## config.mk

```make
export PLATFORM = sky130hd
export DESIGN_NAME = ramq_front
export DESIGN_NICKNAME = d
export VERILOG_FILES = /design/src/design/ramq_pkg.sv /design/src/design/ramq_front.sv
export SDC_FILE = /design/constraint.sdc
export NUM_CORES = 1
export LEC_CHECK = 0
export BUFFER_PORTS_ARGS = -buffer_cell sky130_fd_sc_hd__buf_4
export CAP_MARGIN = 25
export CORE_ASPECT_RATIO = 0.7
export CORE_MARGIN = 2
export CORE_UTILIZATION = 30
export DETAILED_ROUTE_END_ITERATION = 10
export HOLD_SLACK_MARGIN = 0.08
export PLACE_DENSITY = 0.55
export SETUP_SLACK_MARGIN = 0.2
export SLEW_MARGIN = 20
export SYNTH_ARGS = -nofsm -noshare
export SYNTH_HDL_FRONTEND = slang
export SYNTH_SLANG_ARGS = --single-unit
```

## constraint.sdc

```tcl
create_clock -name clk -period 3.9 [get_ports clk]
set_input_delay 0 -clock clk [delete_from_list [all_inputs] [get_ports clk]]
set_output_delay 0 -clock clk [all_outputs]
set_load 0.005 [all_outputs]
```

## src/design/ramq_pkg.sv

```systemverilog
`timescale 1ns / 1ps
// ---------------------------------------------------------------------------
// ramq_pkg: shared constants, types and modular helpers
// Holds the sizes, operation codes, queue entry type and the modulus helpers
// used by the front end, the back end and the top level.
// ---------------------------------------------------------------------------
package ramq_pkg;

    localparam int MAX_ELEMENTS = 1024;
    localparam int BLK_LEN      = 32;
    localparam int MODULUS      = 10007;
    localparam int NUM_BLOCKS   = (MAX_ELEMENTS + BLK_LEN - 1) / BLK_LEN;
    localparam int IDX_W        = $clog2(MAX_ELEMENTS);
    localparam int OFS_W        = $clog2(BLK_LEN);
    localparam int BLK_W        = IDX_W - OFS_W;
    localparam int VAL_W        = 14;
    localparam int CNT_W        = 11;
    localparam int PROD_W       = 2 * VAL_W;

    localparam logic [1:0] FUNC_WRITE = 2'd0;
    localparam logic [1:0] FUNC_ADD   = 2'd1;
    localparam logic [1:0] FUNC_MUL   = 2'd2;
    localparam logic [1:0] FUNC_QUERY = 2'd3;

    localparam logic [VAL_W-1:0]  MOD_V  = VAL_W'(MODULUS);
    localparam logic [CNT_W-1:0]  MAX_C  = CNT_W'(MAX_ELEMENTS);

    // classified item handed from the front end to the back end
    typedef struct packed {
        logic [1:0]       func;
        logic             valid_op;   // in range; otherwise drop (query -> 0)
        logic [IDX_W-1:0] lo;
        logic [IDX_W-1:0] hi;
        logic [VAL_W-1:0] c;
    } cmd_t;

    // single conditional subtract: x < 2*MODULUS
    function automatic logic [VAL_W-1:0] mod_fix(input logic [VAL_W:0] x);
        logic [VAL_W:0] d;
        d = x - {1'b0, MOD_V};
        mod_fix = (x >= {1'b0, MOD_V}) ? d[VAL_W-1:0] : x[VAL_W-1:0];
    endfunction

endpackage

```

## src/design/ramq_front.sv

```systemverilog
`timescale 1ns / 1ps
// ---------------------------------------------------------------------------
// ramq_front: command intake and classification
// Reduces the operand, checks the index range against the element count and
// pushes a classified item into a two-entry queue.
// ---------------------------------------------------------------------------
module ramq_front
    import ramq_pkg::*;
(
    input  logic             clk,
    input  logic             rst_n,
    input  logic             cfg_we,
    input  logic [CNT_W-1:0] cfg_wdata,
    input  logic             start,
    output logic             busy,
    input  logic [1:0]       func,
    input  logic [IDX_W-1:0] lo_index,
    input  logic [IDX_W-1:0] hi_index,
    input  logic [VAL_W-1:0] operand,
    output logic             q_valid,
    output cmd_t             q_head,
    input  logic             q_pop
);
    logic [CNT_W-1:0] count_reg, count_next;
    cmd_t             ent_reg [2];
    logic [1:0]       fill_reg, fill_next;
    logic             rd_reg, rd_next;
    logic             wr_ptr;
    logic             push;
    cmd_t             cmd_in;
    logic             lo_ok, hi_ok;

    assign busy   = (fill_reg == 2'd2);
    assign push   = start && !busy;
    assign wr_ptr = rd_reg ^ fill_reg[0];

    assign lo_ok = {1'b0, lo_index} < count_reg;
    assign hi_ok = {1'b0, hi_index} < count_reg;

    always_comb
    begin
        cmd_in.func = func;
        cmd_in.lo   = lo_index;
        cmd_in.hi   = hi_index;
        cmd_in.c    = mod_fix({1'b0, operand});
        case (func)
            FUNC_WRITE, FUNC_QUERY: cmd_in.valid_op = lo_ok;
            default:                cmd_in.valid_op = (lo_index <= hi_index) && hi_ok;
        endcase
    end

    always_comb
    begin
        count_next = count_reg;
        if (cfg_we)
        begin
            count_next = (cfg_wdata > MAX_C) ? MAX_C : cfg_wdata;
        end
        fill_next = fill_reg + 2'(push) - 2'(q_pop);
        rd_next   = q_pop ? !rd_reg : rd_reg;
    end

    always_ff @(posedge clk or negedge rst_n)
    begin
        if (!rst_n)
        begin
            count_reg <= MAX_C;
            fill_reg  <= '0;
            rd_reg    <= 1'b0;
        end
        else
        begin
            count_reg <= count_next;
            fill_reg  <= fill_next;
            rd_reg    <= rd_next;
        end
    end

    always_ff @(posedge clk)
    begin
        if (push)
        begin
            ent_reg[wr_ptr] <= cmd_in;
        end
    end

    assign q_valid = (fill_reg != 2'd0);
    assign q_head  = ent_reg[rd_reg];
endmodule

```

==> summary.txt <==
GRT
  • Global-route wire length before repair: 16.3 mm
  • Largest net degree at the start of global routing: 39
  • Antenna violations before repair: 0
  • Vias in the first global route: 3,212
  • Aggregate global-route resource usage: 13.9%
  • GRT Residual Overflow: 0

Run status
  • Status: finished clean

Final layout
  • Storage cell area: 2570 µm²
  • Post-layout net count: 557
  • Antenna cells: 0
  • Area grow syn2layout: 45.4%
  • Fillers: 1,304
  • Max FFs per register: 74
  • Post-Route Utilization: 44.7%
  • Leading cell type in the layout, fill and taps excluded: buf_4
  • Most frequent cells in the layout: 91 x buf_4, 74 x edfxtp_1, 69 x dlygate4sd3_1
  • Share of layout cells above drive strength 1: 32.8%
  • Finished Layout Cells: 669
  • Multi-input logic area: 1620 µm²

STA
  • Pins over their slew limit: 0
  • Fmax: 0.380 GHz
  • Fin crit period: 2.63 ns
  • Skew final: 0.00447 ns
  • Final Hold Fails: 0
  • Ratio of final minimum period to clock period: 67.4%
  • Worst Tran Pin Value: 0.725 ns
  • RSZ-0062 raised after global routing: no
  • Setup-failing EPs final: 0
  • Setup_tns: 0 ns
  • Max_slew headroom: 51.5%

Detailed routing
  • Vias: 3,073
  • Via density: 4.59
  • First drt pass iteration count: 4
  • DR DRC count: 0
  • Routed Antenna Nets: 0
  • Final WL: 10.4 mm
  • Routed len/inst: 15.6 µm
  • Drt first-iter violations: 143

Setup path
  • CP bufs+invs: 4
  • Slowest-stage cell, CP: dlygate4sd3_1
  • WP data arrival: 2.91 ns
  • CP max FO: 3
  • Worst Setup End Kind: flop
  • Worst path top cell family by delay: buffers and inverters
  • Most frequent CP cell: dlygate4sd3_1
  • Crit start category: input pin
  • CP cell instances: dlygate4sd3_1 > buf_4 > or4_4 > o41ai_2 > nand3_1 > dlygate4sd3_1 > o21ai_0 > dlygate4sd3_1
  • Setup Crit Path Kind: in2reg
  • Crit path largest cell delay: 0.57 ns
  • Req. time, crit path: 4.18 ns

Placement
  • Dpl hpwl: 7.17 mm
  • Routability cong.: 0.778
  • Port-buffer cells: 90
  • Dpl cells: 584

Yosys
  • Synthesized Nets: 390
  • Cell count after synthesis: 307
  • Sequential area share after synthesis: 59.9%
  • Cell taking the most area after synthesis: edfxtp_1
  • Avg Inst Size Synth: 14.0 µm²
  • Ys Warns: 0
  • Main synth FF type: edfxtp_1
  • Post-Syn Area: 4300 µm²
  • Largest cells by area after synthesis: edfxtp_1 52%, mux2_2 10%, ha_1 9.0%
  • Distinct cells, synth: 43
  • FFs w/ async S/R, synth: 15.9%
  • #FFs+latches synth: 88
  • Top cell type's share of synthesized area: 51.7%
  • Post-synth EDFFs: 74

Floorplan
  • Die Area: 15,300 µm²
  • Area of the core: 14,000 µm²
  • Starting Density: 30.8%
  • Die height: 104 µm
  • Die Wd: 147 µm
  • # IOs: 91
  • Row count: 36

Run
  • Max cap viols: 0

CTS
  • Clock sinks: 88
  • Clock root buffer master: clkbuf_16
  • CTS buffer count: 9
  • Clock-pin slew on the worst setup and hold paths: 0.06 ns
  • Clock Latency Late Sink: 0.34 ns
  • CTS max path bufs: 2
  • Resize count post-CTS: 0
  • Post-CTS Repair Setup Buffers: 0
  • CTS tree: yes
  • Htree depth: 3

Pwr
  • Design Power: 3.63 mW
  • P per Cell Area: 580 nW/µm²
  • Maximum vdd drop: 0.283 mV
  • Leak pwr: 2.50 nW

Hold path
  • Min-delay worst type: in2reg
[worst register-to-register path: stages (launching register included)]
cell and delay (ns):
dfrtp_1 0.36, inv_1 0.12, ha_1 0.26, a21o_1 0.19
a221oi_1 0.29, a21oi_1 0.12, o41ai_1 0.56
[synthesized netlist by cell type, types with 2 or more instances]
cell      count
clkbuf_1      3
xor2_1        6
nand2_1       7
nand3_1       9
nand3b_1      8
and3_1        2
o21ai_0      16
nor2_1       11
a31oi_1       3
dfrtp_1      13
edfxtp_1     74
nand4_1       2
xnor2_1       9
mux2_2       38
nand4b_1      2
a21oi_1      10
a211oi_1      2
inv_1        24
a21o_1        7
nand2b_1      2
ha_1         31
nor3_1        3
buf_2         3
nor2b_1       3
[metal layers]
metal | up-vias | part of all wire [%] | wire, µm | global-route usage (%)
met5 | - | 0 | 0 | 0
met4 | 0 | 1.0 | 109 | 3.50
met3 | 11 | 5.1 | 532 | 3.68
met2 | 84 | 45 | 4690 | 22.2
met1 | 1487 | 49 | 5070 | 18.9
li1 | 1491 | - | - | -
[worst paths after layout]
| path | from | end | slack, ns | cells past startpoint |
|---|---|---|---|---|
| setup / recovery | cfg_wdata[6] | count_reg[5]$_DFFE_PN0P_ | 1.27 | 8 |
| hold / removal | operand[13] | ent_reg[0][13]$_DFFE_PP_ | 0.10 | 3 |
| setup reg to reg | count_reg[5]$_DFFE_PN0P_ | ent_reg[0][34]$_DFFE_PP_ | 1.72 | 6 |
| hold reg to reg | fill_reg[0]$_DFF_PN0_ | fill_reg[0]$_DFF_PN0_ | 0.58 | 1 |
| max in group asynchronous | rst_n | rd_reg$_DFFE_PN0P_ | 2.56 | 3 |
| min in group asynchronous | rst_n | count_reg[10]$_DFFE_PN1P_ | 0.16 | 2 |
[metrics by stage]
stage                     hold WS (ns)  instance area (µm²)  setup WS [ns]
after floorplan                 -0.296                 4300           1.04
after global placement          -0.133                 5210           1.83
after detailed placement        -0.130                 5260           1.81
after CTS                       0.0906                 6250           1.31
after global routing             0.107                 6250           1.14
final                            0.104                 6250           1.27
[report_power, final]
part	switching, mW	leakage [nW]	total [mW]	internal (mW)
logic	0.614	1.49	1.33	0.714
clock network	0.354	0.147	0.853	0.500
registers	0.0640	0.862	1.44	1.38
[repair_timing]
item	4_1_cts	5_1_grt
setup endpoints to repair	0	0
hold buffers	69	0
endpoints found under the hold margin	95	0
[cell type report]
class	count	area share (%)
multi-input combinational	189	26.0
inverter	24	1.44
clock inverter	6	1.06
timing repair buffer	162	22.9
tap	190	3.80
clock buffer	10	3.66
sequential	88	41.2
[kinds of logic (layout without fill, tap and decap cells)]
kind of cell	count (synthesis)	count (layout)	share of synthesized area [%]
flip-flops	88	88	59.9
AND/OR/NAND/NOR	54	54	7.31
AO/OA/AOI/OAI	51	51	8.04
multiplexers	38	38	9.96
adder cells (fa/ha/maj)	31	31	9.03
buffers and inverters	30	202	2.71
XOR/XNOR	15	15	3.06
Power figures use the tool's default switching activity.
